[config.mk]
export PLATFORM = sky130hd
export DESIGN_NAME = tch_norm_cell
export DESIGN_NICKNAME = d
export VERILOG_FILES = /design/src/rtl/tch_pkg.sv /design/src/rtl/tch_norm_cell.sv
export SDC_FILE = /design/constraint.sdc
export NUM_CORES = 1
export LEC_CHECK = 0
export BUFFER_PORTS_ARGS = -buffer_cell sky130_fd_sc_hd__buf_2
export CAP_MARGIN = 20
export CORE_UTILIZATION = 25
export DETAILED_ROUTE_END_ITERATION = 8
export PLACE_DENSITY = 0.49
export SKIP_LAST_GASP = 1
export SYNTH_ARGS = -nofsm -noshare
export SYNTH_HDL_FRONTEND = slang
export SYNTH_SLANG_ARGS = --single-unit
[constraint.sdc]
create_clock -name clk -period 3.75 [get_ports clk]
set_input_delay 0 -clock clk [delete_from_list [all_inputs] [get_ports clk]]
set_output_delay 0 -clock clk [all_outputs]
set_load 0.02 [all_outputs]
[src/rtl/tch_pkg.sv]
// Shared types, constants and the arctangent table for the tilt-compensated heading block.
// Depends on nothing; every module in rtl/ imports it.
package tch_pkg;

  localparam int TABLE_LEN = 24;
  localparam int ANG_W     = 34;   // Q30 angles up to about +-2*pi
  localparam int VEC_W     = 58;   // horizontal field vector in the vectoring chain
  localparam int TRIG_W    = 18;   // Q15 sine and cosine
  localparam int MAG_W     = 17;   // offset-corrected field
  localparam int PROD1_W   = MAG_W + TRIG_W;
  localparam int PROD2_W   = PROD1_W + TRIG_W;
  localparam int NORM_TOP  = 48;   // normalize the larger magnitude up to just below 2^48

  localparam logic signed [ANG_W-1:0] Q30_PI      = 34'sd3373259426;
  localparam logic signed [ANG_W-1:0] Q30_HALF_PI = 34'sd1686629713;
  localparam logic signed [ANG_W-1:0] Q30_TWO_PI  = 34'sd6746518852;
  localparam logic signed [ANG_W-1:0] CORDIC_X0   = 34'sd652032874;
  localparam logic signed [ANG_W-1:0] FULL_TURN   = 34'sd51472;

  typedef enum logic [1:0] {
    REG_OFFSET_X = 2'd0,
    REG_OFFSET_Y = 2'd1,
    REG_OFFSET_Z = 2'd2
  } reg_idx_t;

  typedef struct packed {
    logic                    neg;
    logic signed [ANG_W-1:0] x;
    logic signed [ANG_W-1:0] y;
    logic signed [ANG_W-1:0] z;
  } rot_t;

  typedef struct packed {
    logic                    zero;
    logic signed [VEC_W-1:0] x;
    logic signed [VEC_W-1:0] y;
    logic signed [ANG_W-1:0] z;
  } vec_t;

  typedef struct packed {
    logic signed [MAG_W-1:0] mx;
    logic signed [MAG_W-1:0] my;
    logic signed [MAG_W-1:0] mz;
  } mag_t;

  // round(atan(2^-i) * 2^30)
  function automatic logic signed [ANG_W-1:0] atan_q30(input int i);
    logic signed [ANG_W-1:0] v;
    case (i)
      0:  v = 34'sd843314857;
      1:  v = 34'sd497837829;
      2:  v = 34'sd263043837;
      3:  v = 34'sd133525159;
      4:  v = 34'sd67021687;
      5:  v = 34'sd33543516;
      6:  v = 34'sd16775851;
      7:  v = 34'sd8388437;
      8:  v = 34'sd4194283;
      9:  v = 34'sd2097149;
      10: v = 34'sd1048576;
      11: v = 34'sd524288;
      12: v = 34'sd262144;
      13: v = 34'sd131072;
      14: v = 34'sd65536;
      15: v = 34'sd32768;
      16: v = 34'sd16384;
      17: v = 34'sd8192;
      18: v = 34'sd4096;
      19: v = 34'sd2048;
      20: v = 34'sd1024;
      21: v = 34'sd512;
      22: v = 34'sd256;
      23: v = 34'sd128;
      default: v = '0;
    endcase
    return v;
  endfunction

endpackage

[src/rtl/tch_norm_cell.sv]
// One normalization step: doubles the vector SH times when both magnitudes stay small.
// Depends on tch_pkg for vec_t.
module tch_norm_cell #(
  parameter int SH = 1
) (
  input  logic          clk,
  input  logic          en,
  input  tch_pkg::vec_t d,
  output tch_pkg::vec_t q
);
  import tch_pkg::*;

  localparam logic [VEC_W-1:0] LIMIT = VEC_W'(1) << (NORM_TOP - SH);

  logic [VEC_W-1:0] ax, ay;
  logic             small_vec;

  assign ax        = d.x[VEC_W-1] ? VEC_W'(-d.x) : VEC_W'(d.x);
  assign ay        = d.y[VEC_W-1] ? VEC_W'(-d.y) : VEC_W'(d.y);
  assign small_vec = (ax < LIMIT) && (ay < LIMIT);

  always_ff @(posedge clk) begin
    if (en) begin
      q.zero <= d.zero;
      q.z    <= d.z;
      if (small_vec) begin
        q.x <= d.x <<< SH;
        q.y <= d.y <<< SH;
      end else begin
        q.x <= d.x;
        q.y <= d.y;
      end
    end
  end
endmodule

==> results of run 1 <==
[cells in the mapped netlist (3+ instances only)]
master	number	share of area, %
nand4_1	6	0.57
a31oi_1	6	0.57
mux2_1	38	6.5
clkbuf_1	26	1.5
buf_2	5	0.38
nor3_1	9	0.69
buf_6	4	0.69
a21oi_1	3	0.23
nor2_1	9	0.51
nand3_1	7	0.53
inv_1	7	0.40
nor2b_1	3	0.29
nand2_1	12	0.69
edfxtp_1	151	69
o21ai_0	7	0.53
nor4_1	27	2.6
mux2_2	56	9.6
[layout by cell type, fill, tap and decap left out, types with 6 or more instances in the layout]
cell type        n
buf_2          301
dlygate4sd3_1  161
edfxtp_1       151
mux2_2          56
mux2_1          38
buf_4           25
clkbuf_16       20
nor4_1          16
nand2_1         12
nor4_2           8
nor3_1           7
nor2_1           7
nand3_1          7
inv_1            7
nand4_1          6
o21ai_0          6
a31oi_1          6
[through the flow]
step,power (W),utilization [%]
floorplan,0.00234,-
global placement,0.00264,33.2
detailed placement,0.00264,33.2
CTS,0.00453,41.9
global route,0.00467,43.4
finish,0.00449,43.4
[critical path, stage by stage]
cell and delay (ps):
dlygate4sd3_1 540, buf_2 160, or4_4 520, nor3b_4 220, o21ai_1 100, a32o_1 210
nor4b_2 240, nand4_1 190, nor4_4 360, buf_4 180, buf_12 120, buf_16 140
mux2_1 320, dlygate4sd3_1 570
[metal layers]
layer  vias up  part of all wire [%]  global-route usage, %
li1       2597                     -                      -
met1      2706                    41                   18.2
met2       230                    51                   26.3
met3        24                   7.1                   4.39
met4         0                   1.5                   4.29
met5         -                     0                      0
[kinds of logic after synthesis]
kind of cell	synth area share [%]
DFF	69.0
muxes	16.4
and+or+nand+nor	7.48
buffers and inverters	3.06
AOI/OAI and AO/OA	4.05
[final cells by class]
cell class | instances | area (um2)
Sequential cell | 151 | 4530
Fill cell | 2364 | 14400
Clock buffer | 17 | 425
Inverter | 7 | 26.3
Multi-Input combinational cell | 216 | 1990
Tap cell | 330 | 413
Clock inverter | 15 | 178
Timing Repair Buffer | 496 | 3490
[power groups by stage]
stage               combinational (W)  sequential (W)  clock [W]
global placement             0.000567         0.00207          0
finish                       0.000713         0.00203    0.00174
floorplan                   0.0000851         0.00225          0
detailed placement           0.000567         0.00207          0
global route                 0.000761         0.00205    0.00186
CTS                          0.000702         0.00204    0.00179
[path summary, 6_finish.rpt]
kind,end
hold / removal,q[145]
setup / recovery,q[113]
[timing repair]
item                                    CTS  global route
hold buffers                            162             0
endpoints found under the hold margin   151             0
buffers inserted                          0            20
gates resized for setup                   0            28
endpoints found under the setup margin    0            10
==> summary.txt, run 1 <==
Run status
  • Outcome: finished clean

GRT
  • GR Overflow Total: 0
  • Largest net degree at the start of global routing: 81
  • GRT Total Usage: 15.2%
  • Initial antenna violation count: 0
  • First-pass GRT wire length: 30900 um
  • Vias in the first global route: 5606

Routing
  • Total Routed Length: 21700 um
  • TritonRoute pass-1 iters: 4
  • Via/cell ratio: 4.51
  • Drt initial violations: 408
  • DR WL/cell: 17.6 um
  • Final ANT Viol Nets: 0
  • Vias after detailed routing: 5557
  • Drt drc: 0

Final layout
  • Top flop regs: q: 151 flops
  • Reg with most FFs: q
  • Max reg flops: 151
  • Finished Layout Cells: 1232
  • NumNets Final: 1042
  • Layout cell share with drive strength beyond 1: 49.4%
  • Fin area: 11100 um2
  • Diode count: 0
  • Area added between synthesis and finish: 68.2%

STA
  • Finish-stage setup viols: 0
  • Worst Setup Slack, final: 61.2 ps
  • Least-Margin Pin Slew: 831 ps
  • Final Hold Viols: 0
  • Relative slew slack: 44.6%
  • Slew Limit Fails: 0
  • Setup TNS: 0 ps
  • Period minus WS final: 3690 ps
  • Fmax: 0.271 GHz
  • Final period util: 98.4%
  • Worst hold slack: 61.4 ps

Power
  • Combinational power share: 15.9%
  • Leakage power: 4.43 nW
  • Int Power: 0.00321 W
  • Pwr/cell area: 406 nW/um2
  • Psw: 0.00127 W
  • Clk pwr share: 38.8%
  • Switching part of the total power: 28.4%
  • Largest vdd supply drop: 206 uV
  • Reg power frac: 45.3%

Logic synthesis
  • Post-synth top flop: edfxtp_1
  • Ys Warns: 0
  • Mean Syn Cell Area: 16.0 um2
  • Cells after Synth: 410
  • Syn Nets: 563
  • Yosys reg bits: 151
  • Synth cell types: 43
  • Ys async rst share: 0%
  • Post-synth EDFFs: 151
  • Seq/Total Area, Yosys: 69.0%
  • Mapped Area: 6570 um2

Clocking
  • Clock H-tree levels: 4
  • CTS buffer count: 17
  • CTS Sinks: 151
  • Clk pin slew, worst setup/hold paths: 80 ps
  • CTS root buffer: clkbuf_16
  • CTS Buffer Depth: 2
  • CTS tree: built

Run
  • Max-cap violations: 0

Setup path
  • Crit end category: flip-flop
  • CP arrival: 3870 ps
  • Startpoint Class: input pin
  • CP Class: input pin to flip-flop
  • CP max FO: 11
  • CP Launch Point: d[146]
  • Critical Path RT: 3930 ps

Floorplan
  • Initial Util: 25.8%
  • Die area: 26900 um2
  • Die Ht: 164 um
  • Core Footprint: 25500 um2
  • Row cnt: 58
  • # IOs: 304
  • Die Width: 164 um

Hold path
  • Min-delay worst type: input pin to flip-flop
  • Min-delay src: d[145]
  • Hold path cells: 1

Place
  • Port-buffer cells: 303
  • Inst Count DP: 1016
  • Dpl hpwl: 14000 um
  • DP Area: 8450 um2
  • Gpl congestion: 0.800
  • Dpl ws: 472 ps
No activity file was read; power rests on OpenSTA's default activity.
==> inputs of run 2 (changes only) <==
Settings changed: PLACE_DENSITY 0.49 to 0.51.
==> summary.txt, run 2 (synthesis results as in run 1) <==
STA
  • Final Hold Viols: 0
  • Fmax: 0.281 GHz
  • Worst Setup Slack, final: 193 ps
  • Relative slew slack: 32.1%
  • Slew Limit Fails: 0
  • Final period util: 94.9%
  • Least-Margin Pin Slew: 1020 ps
  • Setup TNS: 0 ps
  • Period minus WS final: 3560 ps
  • Finish-stage setup viols: 0

Final layout
  • Reg area: 4530 um2
  • Area added between synthesis and finish: 61.2%
  • Top flop regs: q: 151 flops
  • Commonest non-fill, non-tap cell in the layout: buf_2
  • Max reg flops: 151
  • Layout cell share with drive strength beyond 1: 46.7%
  • NumNets Final: 1011
  • Core Util, Final: 41.6%
  • Footprint of the multi-input gates: 1850 um2
  • Filler Cells Inserted: 2402
  • Most frequent cells in the layout: 302 x buf_2, 152 x dlygate4sd3_1, 151 x edfxtp_1
  • Reg with most FFs: q
  • Fin area: 10600 um2
  • Diode count: 0

Place
  • DP Area: 8440 um2
  • Gpl congestion: 0.798
  • Port-buffer cells: 303
  • Dpl ws: 347 ps
  • Dpl hpwl: 13600 um

Hold path
  • Hold path cells: 1
  • WHS Endpoint: q[145]
  • Min-delay src: en
  • Min-delay worst type: input pin to flip-flop

Routing
  • DR WL/cell: 16.5 um
  • Final ANT Viol Nets: 0
  • Via/cell ratio: 4.41
  • Vias after detailed routing: 5292
  • Drt initial violations: 310
  • TritonRoute pass-1 iters: 5
  • Drt drc: 0
  • Total Routed Length: 19800 um

Clocking
  • CTS Sinks: 151
  • CTS Buffer Depth: 2
  • Clock H-tree levels: 4
  • CTS buffer count: 17
  • CTS tree: built
  • CTS root buffer: clkbuf_16
  • Clk pin slew, worst setup/hold paths: 70 ps

GRT
  • First-pass GRT wire length: 29000 um
  • GRT Total Usage: 14.2%
  • Vias in the first global route: 5186
  • GR Overflow Total: 0
  • Largest net degree at the start of global routing: 103
  • Initial antenna violation count: 0

Setup path
  • Critical Path RT: 3930 ps
  • CP arrival: 3740 ps
  • Startpoint Class: input pin
  • CP Class: input pin to flip-flop
  • Crit end category: flip-flop
  • CP max FO: 14

Floorplan
  • Initial Util: 25.8%
  • Die area: 26900 um2
  • Die Ht: 164 um
  • Die Width: 164 um
  • Core Footprint: 25500 um2
  • # IOs: 304
  • Row cnt: 58

Power
  • Combinational power share: 15.4%
  • Psw: 0.00124 W
  • Largest vdd supply drop: 205 uV
  • Int Power: 0.00321 W
  • Leakage power: 4.21 nW
  • Power, Total: 0.00445 W
  • Reg power frac: 45.7%
  • Clk pwr share: 38.8%
  • Switching part of the total power: 27.9%
  • Pwr/cell area: 420 nW/um2

Run
  • Max-cap violations: 0

Run status
  • Outcome: finished clean
==> run 2: power by group through the flow <==
| stage | clock network [W] | registers [W] | logic, W |
|---|---|---|---|
| 2_1_floorplan | 0 | 0.00225 | 0.0000851 |
| 5_1_grt | 0.00186 | 0.00205 | 0.000736 |
| 4_1_cts | 0.00179 | 0.00204 | 0.000690 |
| 3_3_place_gp | 0 | 0.00207 | 0.000564 |
| 6_report | 0.00173 | 0.00204 | 0.000687 |
| 3_5_place_dp | 0 | 0.00207 | 0.000565 |
==> run 2: cell type report <==
cell class	count	share of cell area [%]
tap	330	3.90
clock buffer	17	4.01
multi-input combinational	216	17.4
inverter	7	0.248
timing repair buffer	465	29.9
clock inverter	15	1.71
sequential	151	42.8
==> run 2: repair_timing <==
action	4_1_cts	5_1_grt
hold buffers	152	0
endpoints found under the hold margin	151	0
setup buffers	0	2
resized for setup	0	2
setup endpoints to repair	0	1
==> run 2: worst max-delay path by stage <==
stage,start,end,slack (ps),depth (start not counted)
finish,d[119],q[129],190,14
floorplan,d[144],q[102],950,11
CTS,d[119],q[129],7,13
global route,d[119],q[129],-30,14
detailed placement,d[121],q[93],350,12
global placement,d[121],q[110],410,12
==> run 2: critical path, stage by stage <==
cell and delay [ps]:
dlygate4sd3_1 530, buf_2 130, nor4_1 450, nand4_1 160, buf_4 190, nor4_4 310
buf_4 200, nand3_1 80, a31oi_1 180, a31oi_1 90, nor4_4 340, buf_12 200
mux2_1 320, dlygate4sd3_1 550
==> run 2: per-stage QoR <==
stage / std cells / hold WS (ps)
2_1_floorplan: 410 / 98.9
3_3_place_gp: 1015 / 177
3_5_place_dp: 1015 / 178
4_1_cts: 1199 / 241
5_1_grt: 1201 / 220
6_report: 1201 / 179
==> run 2: layer usage <==
metal | part of all wire, % | vias to the layer above | global-route usage, % | wire, um
li1 | - | 2539 | - | -
met1 | 42 | 2551 | 17.0 | 8220
met2 | 52 | 196 | 25.0 | 10200
met3 | 5.9 | 6 | 3.23 | 1170
met4 | 0.71 | 0 | 4.63 | 140
met5 | 0 | - | 0 | 0
==> inputs of run 3 (changes only) <==
Settings changed: RECOVER_POWER set to 50.
==> summary.txt, run 3 (synthesis results as in run 1) <==
GRT
  • GRT Total Usage: 14.2%
  • Vias in the first global route: 5186
  • GR Overflow Total: 0
  • Largest net degree at the start of global routing: 103
  • Initial antenna violation count: 0
  • First-pass GRT wire length: 29000 um

Floorplan
  • Row cnt: 58
  • Die Width: 164 um
  • Die area: 26900 um2
  • Die Ht: 164 um
  • # IOs: 304
  • Core Footprint: 25500 um2
  • Initial Util: 25.8%

Routing
  • Total Routed Length: 19800 um
  • DR WL/cell: 16.5 um
  • Via/cell ratio: 4.42
  • Vias after detailed routing: 5310
  • Drt drc: 0
  • TritonRoute pass-1 iters: 4
  • Drt initial violations: 349
  • Final ANT Viol Nets: 0

Setup path
  • Crit-path cells: dlygate4sd3_1 -> buf_2 -> nor4_1 -> nand4_1 -> buf_4 -> nor4_4 -> buf_4 -> nand3_1 -> a31oi_1 -> a31oi_1 -> nor4_4 -> buf_12 -> mux2_1 -> dlygate4sd3_1
  • Critical Path RT: 3920 ps
  • CP max FO: 14
  • CP Class: input pin to flip-flop
  • Worst-path cell with the longest stage delay: dlygate4sd3_1
  • Worst path bufs/invs: 6
  • Crit end category: flip-flop
  • Slowest stage delay, CP: 550 ps
  • CP arrival: 3730 ps
  • CP top delay family: buffers and inverters
  • Startpoint Class: input pin

Final layout
  • Footprint of the multi-input gates: 1850 um2
  • Reg with most FFs: q
  • Layout cell share with drive strength beyond 1: 36.9%
  • Most frequent cells in the layout: 216 x buf_2, 152 x dlygate4sd3_1, 151 x edfxtp_1
  • Commonest non-fill, non-tap cell in the layout: buf_2
  • Filler Cells Inserted: 2445
  • Diode count: 0
  • Max reg flops: 151
  • Fin area: 10500 um2
  • Reg area: 4530 um2
  • Finished Layout Cells: 1201
  • Area added between synthesis and finish: 59.5%
  • Top flop regs: q: 151 flops
  • NumNets Final: 1011

Place
  • DP Area: 8440 um2
  • Port-buffer cells: 303
  • Dpl hpwl: 13600 um
  • Gpl congestion: 0.798
  • Inst Count DP: 1015

STA
  • Period minus WS final: 3560 ps
  • Relative slew slack: -80.4%
  • Setup TNS: 0 ps
  • Slew Limit Fails: 102
  • Final Hold Viols: 0
  • Least-Margin Pin Slew: 2710 ps
  • Finish-stage setup viols: 0
  • Final period util: 94.9%
  • Fmax: 0.281 GHz

Run status
  • Violated checks: capacitance limit, slew limit
  • Outcome: finished, violations left

Hold path
  • Min-delay worst type: input pin to flip-flop

Power
  • Largest vdd supply drop: 205 uV
  • Leakage power: 3.97 nW
  • Pwr/cell area: 424 nW/um2

Clocking
  • CTS root buffer: clkbuf_16
  • CTS Buffer Depth: 2
  • CTS buffer count: 17
  • Clock H-tree levels: 4
  • CTS Sinks: 151
  • CTS tree: built
  • Clk pin slew, worst setup/hold paths: 70 ps

Run
  • Max-cap violations: 1
==> run 3: cell count changes in the layout (fill, tap and decap cells not counted), sizes merged <==
cell and delta:
buf -87, clkbuf +87
==> run 3: per-stage QoR <==
stage / hold WS [ps] / power [W] / worst slack [ps] / utilization (%)
final: 292 / 0.00444 / 191 / 41.2
after global routing: 267 / 0.00463 / -31.2 / 41.2
after CTS: 241 / 0.00451 / 6.51 / 41.5
after detailed placement: 178 / 0.00264 / 347 / 33.1
after global placement: 177 / 0.00264 / 410 / 33.1
after floorplan: 98.9 / 0.00234 / 947 / -
==> run 3: area by class of cell <==
| class | count | share of cell area (%) |
|---|---|---|
| clock buffer | 17 | 4.06 |
| tap | 330 | 3.94 |
| inverter | 7 | 0.251 |
| timing repair buffer | 465 | 29.1 |
| clock inverter | 15 | 1.73 |
| sequential | 151 | 43.3 |
| multi-input combinational | 216 | 17.6 |
==> run 3: path summary, 6_finish.rpt <==
| kind | start | end | slack [ps] | cells after the start |
|---|---|---|---|---|
| hold / removal | d[22] | q[22] | 290 | 2 |
| setup / recovery | d[119] | q[129] | 190 | 14 |
==> run 3: layer usage <==
metal	vias up	wire length, um	track usage [%]
li1	2540	-	-
met2	198	10100	25.0
met1	2560	8340	17.0
met3	12	1090	3.23
met5	-	0	0
met4	0	210	4.63
==> run 3: what timing repair did <==
item / 4_1_cts / 5_1_grt
gates resized for setup: 0 / 2
endpoints found under the hold margin: 151 / 0
buffers inserted: 0 / 2
setup endpoints to repair: 0 / 1
hold buffers: 152 / 0
==> run 3: where the power goes <==
part / internal, W / leakage (nW) / switching (W)
clock: 0.000905 / 0.296 / 0.000825
sequential: 0.00201 / 1.48 / 0.0000330
combinational: 0.000279 / 2.20 / 0.000390
total: 0.00319 / 3.97 / 0.00125
