[src/rtl/tch_pkg.sv]
// Shared types, constants and the arctangent table for the tilt-compensated heading block.
// Depends on nothing; every module in rtl/ imports it.
package tch_pkg;

  localparam int TABLE_LEN = 24;
  localparam int ANG_W     = 34;   // Q30 angles up to about +-2*pi
  localparam int VEC_W     = 58;   // horizontal field vector in the vectoring chain
  localparam int TRIG_W    = 18;   // Q15 sine and cosine
  localparam int MAG_W     = 17;   // offset-corrected field
  localparam int PROD1_W   = MAG_W + TRIG_W;
  localparam int PROD2_W   = PROD1_W + TRIG_W;
  localparam int NORM_TOP  = 48;   // normalize the larger magnitude up to just below 2^48

  localparam logic signed [ANG_W-1:0] Q30_PI      = 34'sd3373259426;
  localparam logic signed [ANG_W-1:0] Q30_HALF_PI = 34'sd1686629713;
  localparam logic signed [ANG_W-1:0] Q30_TWO_PI  = 34'sd6746518852;
  localparam logic signed [ANG_W-1:0] CORDIC_X0   = 34'sd652032874;
  localparam logic signed [ANG_W-1:0] FULL_TURN   = 34'sd51472;

  typedef enum logic [1:0] {
    REG_OFFSET_X = 2'd0,
    REG_OFFSET_Y = 2'd1,
    REG_OFFSET_Z = 2'd2
  } reg_idx_t;

  typedef struct packed {
    logic                    neg;
    logic signed [ANG_W-1:0] x;
    logic signed [ANG_W-1:0] y;
    logic signed [ANG_W-1:0] z;
  } rot_t;

  typedef struct packed {
    logic                    zero;
    logic signed [VEC_W-1:0] x;
    logic signed [VEC_W-1:0] y;
    logic signed [ANG_W-1:0] z;
  } vec_t;

  typedef struct packed {
    logic signed [MAG_W-1:0] mx;
    logic signed [MAG_W-1:0] my;
    logic signed [MAG_W-1:0] mz;
  } mag_t;

  // round(atan(2^-i) * 2^30)
  function automatic logic signed [ANG_W-1:0] atan_q30(input int i);
    logic signed [ANG_W-1:0] v;
    case (i)
      0:  v = 34'sd843314857;
      1:  v = 34'sd497837829;
      2:  v = 34'sd263043837;
      3:  v = 34'sd133525159;
      4:  v = 34'sd67021687;
      5:  v = 34'sd33543516;
      6:  v = 34'sd16775851;
      7:  v = 34'sd8388437;
      8:  v = 34'sd4194283;
      9:  v = 34'sd2097149;
      10: v = 34'sd1048576;
      11: v = 34'sd524288;
      12: v = 34'sd262144;
      13: v = 34'sd131072;
      14: v = 34'sd65536;
      15: v = 34'sd32768;
      16: v = 34'sd16384;
      17: v = 34'sd8192;
      18: v = 34'sd4096;
      19: v = 34'sd2048;
      20: v = 34'sd1024;
      21: v = 34'sd512;
      22: v = 34'sd256;
      23: v = 34'sd128;
      default: v = '0;
    endcase
    return v;
  endfunction

endpackage

[src/rtl/tch_rot_cell.sv]
// One rotation-mode CORDIC micro-rotation, registered.
// Depends on tch_pkg for rot_t and the arctangent table.
module tch_rot_cell #(
  parameter int IDX = 0
) (
  input  logic          clk,
  input  logic          en,
  input  tch_pkg::rot_t d,
  output tch_pkg::rot_t q
);
  import tch_pkg::*;

  logic signed [ANG_W-1:0] xs, ys;

  assign xs = d.x >>> IDX;
  assign ys = d.y >>> IDX;

  always_ff @(posedge clk) begin
    if (en) begin
      q.neg <= d.neg;
      if (d.z >= 0) begin
        q.x <= d.x - ys;
        q.y <= d.y + xs;
        q.z <= d.z - atan_q30(IDX);
      end else begin
        q.x <= d.x + ys;
        q.y <= d.y - xs;
        q.z <= d.z + atan_q30(IDX);
      end
    end
  end
endmodule

[config.mk]
export PLATFORM = sky130hd
export DESIGN_NAME = tch_rot_cell
export DESIGN_NICKNAME = d
export VERILOG_FILES = /design/src/rtl/tch_pkg.sv /design/src/rtl/tch_rot_cell.sv
export SDC_FILE = /design/constraint.sdc
export NUM_CORES = 1
export LEC_CHECK = 0
export ABC_AREA = 0
export BUFFER_PORTS_ARGS = -buffer_cell sky130_fd_sc_hd__buf_2
export CAP_MARGIN = 20
export CELL_PAD_IN_SITES_DETAIL_PLACEMENT = 1
export CELL_PAD_IN_SITES_GLOBAL_PLACEMENT = 2
export CORE_MARGIN = 5
export CORE_UTILIZATION = 34
export CTS_BUF_LIST = sky130_fd_sc_hd__clkbuf_4 sky130_fd_sc_hd__clkbuf_8 sky130_fd_sc_hd__clkbuf_16
export DETAILED_ROUTE_END_ITERATION = 16
export PLACE_DENSITY = 0.93
export SLEW_MARGIN = 25
export SYNTH_ARGS = -nofsm -noshare
export SYNTH_HDL_FRONTEND = slang
export SYNTH_SLANG_ARGS = --single-unit
[constraint.sdc]
create_clock -name clk -period 4.6 [get_ports clk]
set_input_delay 0.23 -clock clk [delete_from_list [all_inputs] [get_ports clk]]
set_output_delay 0.23 -clock clk [all_outputs]
set_load 0.02 [all_outputs]
==> flow_summary.ini, run 1 <==
[timing]
period_share = 0.8419
worst_pin_slew_ns = 0.9242
setup_viol_count_final = 0
layout_setup_ws_ns = 0.7274
period_minus_slack_ns = 3.873
slew_headroom = 0.3679
hold_viol = 0
drv_slew = 0
rsz0062_at_grt = no
finalSetupTns_ns = 0
clock.fmax_mhz = 258.2

[critical_path]
required_ns = 4.72
slowest_stage = o211ai_1
crit_start = d[33]
worstSetupPathType = in2reg
cp-end-kind = flip-flop
critPathLaunchType = primary input
critPathArrivalTime_ns = 3.99
cpPeakStageDelay_ns = 0.46
cp.buffers_inverters = 3
critical_path.cell_chain = buf_2, inv_1, ha_1, nor4b_1, nand4_1, nor3_1, nand2b_2, inv_2, ha_1, nand2_1, o21ai_0, a41oi_1, o211ai_1, a31oi_1, a21oi_1, mux2i_1, o2111ai_1
path_common_cell = ha_1
crit_family = compound AO/OA/AOI/OAI gates
worst-path-max-fanout = 18

[route]
antenna_left = 0
wl_per_cell_um = 20.06
drc = 0
vias = 10090
via_per_inst = 5.524
wirelength_um = 36630
first_iter_violations = 655
firstDrtPassIters = 5

[grt]
grt_max_degree = 66
antenna_found_initial = 4
grt.total_usage = 0.2031
grt_pass1_vias = 10530
grt_overflow = 0
grt_pass1_wl_um = 57700

[floorplan]
num_rows = 64
die_x_um = 187.0
start_util = 0.3465
core_area_um2 = 30750
die_area_um2 = 34970
chipHeight_um = 187.0
ios = 208

[placement]
hpwl_um = 29650
numPortBuffers = 207
gp_congestion = 0.9033
dpl_cell_area_um2 = 12020
place_ws_ns = 0.3650

[logic_synthesis]
synth.area.top_cells = edfxtp_1 (29%), ha_1 (16%), a21oi_1 (7.8%)
netlist_instances = 1245
netlist_area_um2 = 10650
yosysWarnings = 0
synth.distinct_cells = 84
synthMostInstantiatedCell = a21oi_1
synth_top_area_frac = 0.2875
synth_top_cell_by_area = edfxtp_1
syn_nets = 1486
ys_async_sr_fraction = 0
ys.flop_type = edfxtp_1
ys_ff_latch = 102
synthTopCellsByCount = a21oi_1 (165), ha_1 (132), inv_1 (119)
avgSynthCellArea_um2 = 8.557
synth_edf_count = 102
seq_area_frac_synth = 0.2875

[finish]
regMostFlops = q
reg_top3 = q: 102 flops
largest_reg_flops = 102
n_fill_cell = 3763
utilization = 0.4006
layout-drive-gt1-share = 0.1851
nNetsFinal = 1662
syn_to_final_growth_pct = 15.61
post-route-cell-area_um2 = 12320

[pwr]
p_int_mw = 2.169
vdd_drop_max_mv = 0.1842
leakagePower_nw = 5.425
p_sw_frac = 0.4067
p_seq_frac = 0.349
power_density_nw_per_um2 = 296.8
clockPowerShare = 0.221
p_switching_mw = 1.487
combPwrFrac = 0.430

[clock_tree]
cts_root_buf = clkbuf_16
clock-sinks = 102
tritoncts = yes
h-tree-depth = 3
cts_inserted_buffers = 9
path_clk_slew_ns = 0.08
clockBufferDepth = 2
post-cts-setup-buffers = 0
hold_buffers = 0
postCtsResizedCells = 0

[worst_hold_path]
holdCritStartpoint = d[102]
min_path_type = in2reg

[flow_run]
drv_cap = 0

[outcome]
status = completed
power groups by stage:
stage                     combinational (mW)  clock, mW  sequential, mW
final                                   1.57      0.809            1.28
after global routing                    1.71      0.881            1.29
after global placement                  1.55          0            1.29
after CTS                               1.58      0.834            1.28
after floorplan                        0.842          0            1.50
after detailed placement                1.57          0            1.30
layer usage:
metal | GRT usage | wire, µm | up-vias
met1 | 0.2638 | 16480 | 4896
met4 | 0.05347 | 563 | 0
met2 | 0.3552 | 18020 | 299
li1 | - | - | 4852
met3 | 0.02893 | 1570 | 39
met5 | 0 | 0 | -
placed cells by master (no fill, tap or decap), types with 17 or more instances in the layout:
master,synthesis,routed
a21oi_1,165,165
inv_1,119,118
nor2_1,93,93
nand4_1,18,18
o21ai_0,76,76
edfxtp_1,102,102
nand2_1,68,68
xnor2_1,78,78
buf_2,10,206
nand3_1,24,24
a21o_1,31,31
o21bai_1,29,29
ha_1,132,132
nor3_1,21,21
nand2b_1,18,17
stage by stage:
stage | power (mW) | hold slack [ns] | instances
global route | 3.883 | 0.02347 | 1826
finish | 3.655 | 0.03840 | 1826
global placement | 2.839 | 0.4086 | 1806
CTS | 3.690 | 0.02572 | 1822
detailed placement | 2.862 | 0.4181 | 1806
floorplan | 2.341 | 0.3289 | 1245
cell families after synthesis:
group / synth area share
AO/OA/AOI/OAI: 0.2604
AND/OR/NAND/NOR: 0.1407
buffers and inverters: 0.06389
adder cells (fa/ha/maj): 0.1625
flip-flops: 0.2875
XOR/XNOR: 0.07563
multiplexers: 0.009396
cell type report:
class                   instances  area [µm²]  share of cell area
clock inverters                 7       65.06            0.005282
well taps                     396       495.5             0.04023
multi-input cells             971        6913              0.5613
flip-flops and latches        102        3063              0.2487
clock buffers                   9       225.2             0.01829
repair buffers                212        1076             0.08736
diodes                          4       10.01           0.0008127
inverters                     125       469.2             0.03809
final timing paths:
kind / end / slack (ns) / cells after the start
worst max-delay path: q[31] / 0.73 / 17
worst min-delay path: q[102] / 0.04 / 1
No activity file was read; power rests on OpenSTA's default activity.
==> inputs of run 2 (changes only) <==
Settings changed: ABC_AREA 0 to 1, CORE_UTILIZATION 34 to 32, PLACE_DENSITY 0.93 to 0.94.
Clock period 4.6 ns to 3.95 ns, I/O delays scaled along.
==> flow_summary.ini, run 2 <==
[critical_path]
critPathArrivalTime_ns = 3.26
required_ns = 4.10
worst-path-max-fanout = 18
critPathLaunchType = primary input
cp-end-kind = flip-flop
worstSetupPathType = in2reg

[grt]
grt.total_usage = 0.2288
grt_pass1_wl_um = 78800
grt_pass1_vias = 14590
grt_overflow = 0
grt_max_degree = 58
antenna_found_initial = 0

[timing]
drv_slew = 0
finalHoldWorstSlack_ns = 0.1891
finalSetupTns_ns = 0
rsz0062_at_grt = no
period_minus_slack_ns = 3.106
hold_viol = 0
setup_viol_count_final = 0
layout_setup_ws_ns = 0.8438
period_share = 0.7864
clock.fmax_mhz = 321.9
slew_headroom = 0.4952
worst_pin_slew_ns = 0.7572

[logic_synthesis]
syn_nets = 2165
netlist_area_um2 = 12540
netlist_instances = 1924
avgSynthCellArea_um2 = 6.519
seq_area_frac_synth = 0.2442
synth_edf_count = 102
synth.distinct_cells = 44
ys_async_sr_fraction = 0
ys_ff_latch = 102
synth_top_cell_by_area = edfxtp_1
synth.area.top_cells = edfxtp_1 (24%), nand2_1 (16%), ha_1 (13%)
ys.flop_type = edfxtp_1
synth_top_area_frac = 0.2442
synthMostInstantiatedCell = nand2_1
synthTopCellsByCount = nand2_1 (549), inv_1 (272), nor2_1 (172)
yosysWarnings = 0

[placement]
dp.cells = 2612
place_ws_ns = 0.4940
gp_congestion = 0.9132
numPortBuffers = 207
dpl_cell_area_um2 = 14000
hpwl_um = 43520

[floorplan]
die_x_um = 208.0
num_rows = 72
core_area_um2 = 38740
chipHeight_um = 208.0
die_area_um2 = 43250
start_util = 0.3238
ios = 208

[clock_tree]
tritoncts = yes
cts_inserted_buffers = 9
h-tree-depth = 3
cts_root_buf = clkbuf_16
clockBufferDepth = 2
path_clk_slew_ns = 0.08
clock-sinks = 102
post-cts-setup-buffers = 0

[finish]
post-route-cell-area_um2 = 14320
reg_top3 = q: 102 flops
syn_to_final_growth_pct = 14.16
layout_common_cells = nand2_1 (548), inv_1 (272), buf_2 (206)
nNetsFinal = 2347
layout.cells.non_filler = 2629
layout-drive-gt1-share = 0.1326
num_antenna_cells = 0
layout_commonest_cell = nand2_1
largest_reg_flops = 102
regMostFlops = q

[pwr]
power_density_nw_per_um2 = 313.2
leakagePower_nw = 7.217
vdd_drop_max_mv = 0.1965

[route]
via_per_inst = 5.152
drc = 0
antenna_left = 0
wl_per_cell_um = 19.28
wirelength_um = 50700
first_iter_violations = 659
vias = 13550
firstDrtPassIters = 5

[outcome]
status = completed

[worst_hold_path]
min_path_cells = 2
min_path_type = in2reg

[flow_run]
drv_cap = 0
==> run 2: cell count changes after synthesis, sizes merged, moves of 24 or more <==
cell / before / now
a21o: 31 / 7
inv: 122 / 281
nand2: 69 / 555
nand3: 24 / 172
nor2: 93 / 185
o21ai: 82 / 125
xnor2: 78 / 4
xor2: 14 / 52
==> run 2: report_power, final <==
group          leakage (nW)  internal, mW  switching (mW)
Clock                 0.146         0.452           0.516
Combinational          6.07         0.612            1.44
Sequential            0.996          1.41          0.0629
Total                  7.22          2.47            2.01
==> run 2: worst max-delay path: stages <==
cell and delay [ns]:
buf_2 0.11, nor4_1 0.57, nand3_1 0.19, nor2_1 0.14
nand2_1 0.07, nand2_2 0.39, ha_1 0.27, nand2_1 0.07
o21ai_1 0.26, a21oi_1 0.21, o21ai_1 0.41, nand3_1 0.17
nand3_1 0.11, nand2_1 0.07
==> run 2: worst paths after layout <==
path	startpoint	to	slack [ns]
worst max-delay path	d[24]	q[32]	0.84
worst min-delay path	d[0]	q[0]	0.19
==> run 2: area by class of cell <==
| cell class | count | area (µm²) |
|---|---|---|
| clock inverters | 7 | 85.08 |
| multi-input cells | 1498 | 8145 |
| fillers | 5185 | 24420 |
| well taps | 518 | 648.1 |
| repair buffers | 214 | 1094 |
| clock buffers | 9 | 225.2 |
| flip-flops and latches | 102 | 3063 |
| inverters | 281 | 1057 |
==> run 2: per-layer routing <==
| layer | global-route usage | vias up | part of all wire |
|---|---|---|---|
| met3 | 0.03028 | 71 | 0.041 |
| met5 | 0 | - | 0 |
| met1 | 0.2860 | 6508 | 0.44 |
| li1 | - | 6646 | - |
| met4 | 0.07429 | 0 | 0.031 |
| met2 | 0.4080 | 320 | 0.48 |
==> run 2: stage by stage <==
stage | total power, mW | utilization
finish | 4.484 | 0.3696
global route | 4.779 | 0.3696
CTS | 4.514 | 0.3696
detailed placement | 3.532 | 0.3613
global placement | 3.492 | 0.3613
floorplan | 2.802 | -
==> run 2: logic make-up (layout without fill, tap and decap cells) <==
kind of cell    after synthesis  after routing  synth area share
fa+ha+maj                   136            136            0.1381
compound gates              321            321            0.1382
flops                       102            102            0.2442
xor+xnor                     56             56           0.03911
buf+inv                     324            511            0.1069
simple gates                985            985            0.3335
==> run 2: what timing repair did <==
item,CTS,global route
resized for setup,0,0
endpoints found under the hold margin,1,0
hold buffers,1,0
==> inputs of run 3 (changes only) <==
Settings changed: ABC_AREA 1 to 0, CORE_UTILIZATION 32 to 34, PLACE_DENSITY 0.94 to 0.93.
Clock period 3.95 ns to 2.87 ns, I/O delays scaled along.
==> flow_summary.ini, run 3 (same netlist as run 1, synthesis figures left out) <==
[worst_hold_path]
holdCritStartpoint = d[0]
holdPathEnd = q[0]
min_path_type = in2reg
min_path_cells = 3

[clock_tree]
tritoncts = yes
cts_inserted_buffers = 9
h-tree-depth = 3
path_clk_slew_ns = 0.07
clockBufferDepth = 2
clock-sinks = 102
cts_root_buf = clkbuf_16

[finish]
utilization = 0.5024
reg_top3 = q: 102 flops
layout-drive-gt1-share = 0.3795
layout_commonest_cell = buf_4
largest_reg_flops = 102
layout.cells.non_filler = 2132
syn_to_final_growth_pct = 45.00
nNetsFinal = 1970
n_fill_cell = 3630
regMostFlops = q
post-route-cell-area_um2 = 15450
layout_common_cells = buf_4 (300), buf_2 (202), a21oi_1 (142)

[grt]
grt_pass1_wl_um = 69480
grt.total_usage = 0.2469
antenna_found_initial = 2
grt_max_degree = 63
grt_pass1_vias = 12660
grt_overflow = 0

[timing]
layout_setup_ws_ns = -0.5798
rsz0062_at_grt = yes
finalHoldWorstSlack_ns = 0.1746
hold_viol = 0
setup_viol_count_final = 24
clock.fmax_mhz = 289.9
period_share = 1.202
slew_headroom = 0.5443
worst_pin_slew_ns = 0.6795
drv_slew = 0
period_minus_slack_ns = 3.450
finalSetupTns_ns = -7.172

[placement]
place_ws_ns = -0.8927
gp_congestion = 0.9308
numPortBuffers = 207
hpwl_um = 33800
dpl_cell_area_um2 = 14300
dp.cells = 2082

[floorplan]
start_util = 0.3465
core_area_um2 = 30750
die_x_um = 187.0
chipHeight_um = 187.0
die_area_um2 = 34970
num_rows = 64
ios = 208

[route]
met3RoutedLength_um = 2371
maxUsedRoutingLayer = met4
dr_wl_met2_um = 23980
antenna_left = 0
wl_met1_um = 18480
drc = 0
vias = 11870
firstDrtPassIters = 5
wl_per_cell_um = 21.80
first_iter_violations = 906
wirelength_um = 46480
via_per_inst = 5.566

[critical_path]
cp.buffers_inverters = 5
crit_family = compound AO/OA/AOI/OAI gates
crit_start = d[23]
worst-path-max-fanout = 7
worstSetupPathType = in2reg
required_ns = 3.01
critical_path.cell_chain = buf_2, nor4_4, nand3_2, nor3_2, nand2b_4, inv_8, buf_6, ha_4, a21o_1, a21o_1, a211oi_2, o21bai_1, o211ai_1, buf_4, buf_6, nand3_4, a31o_4, a21oi_4, xnor2_2
cpPeakStageDelay_ns = 0.34
critPathArrivalTime_ns = 3.59
cp-end-kind = flip-flop
slowest_stage = nor4_4
critPathLaunchType = primary input

[outcome]
violations = setup timing
status = finished, violations left

[pwr]
vdd_drop_max_mv = 0.3233
power_density_nw_per_um2 = 448.0
leakagePower_nw = 7.068
p_total_mw = 6.921

[flow_run]
drv_cap = 0
-- run 3: changes by cell type in the layout (fill, tap and decap cells not counted), moves of 14 or more --
cell      change
a21o_1       +24
a21oi_2      +14
buf_4       +293
ha_1         -16
inv_1       -158
nand2_1     -483
nand2b_1     +16
nand3_1     -150
nor2_1       -83
o21ai_0      -40
xnor2_1      +72
xor2_1       -38
-- run 3: cell type report --
cell class,count,area [µm²],share of cell area
clock inverter,7,121.4,0.007856
clock buffer,9,225.2,0.01458
antenna,2,5.005,0.0003240
multi-input combinational,971,7542,0.4882
tap,396,495.5,0.03207
inverter,125,491.7,0.03183
timing repair buffer,520,3505,0.2269
sequential,102,3063,0.1983
-- run 3: worst max path at each step --
stage / end / cells past startpoint
after floorplan: q[26] / 18
after global placement: q[26] / 17
after detailed placement: q[26] / 17
after CTS: q[32] / 17
after global routing: q[26] / 19
final: q[26] / 19
-- run 3: repair_timing --
action | 4_1_cts | 5_1_grt
gates resized for setup | 58 | 58
pin swaps | 38 | 58
hold endpoints to repair | 1 | 0
setup endpoints to repair | 25 | 38
buffers inserted | 24 | 12
hold buffers | 1 | 0
-- run 3: per-layer routing --
layer  GRT usage  vias to the layer above
met5           0                        -
met4     0.09101                        0
met3     0.04031                      113
met2      0.4572                      447
met1      0.2860                     5820
li1            -                     5487
-- run 3: power by group --
part	switching, mW	total, mW	leakage (nW)	internal, mW
clock network	0.665	1.52	0.170	0.858
registers	0.0694	2.05	0.998	1.98
logic	1.96	3.35	5.90	1.39
-- run 3: worst min-delay path, stage by stage --
cell and delay [ns]:
buf_8 0.08, buf_4 0.10, inv_1 0.07
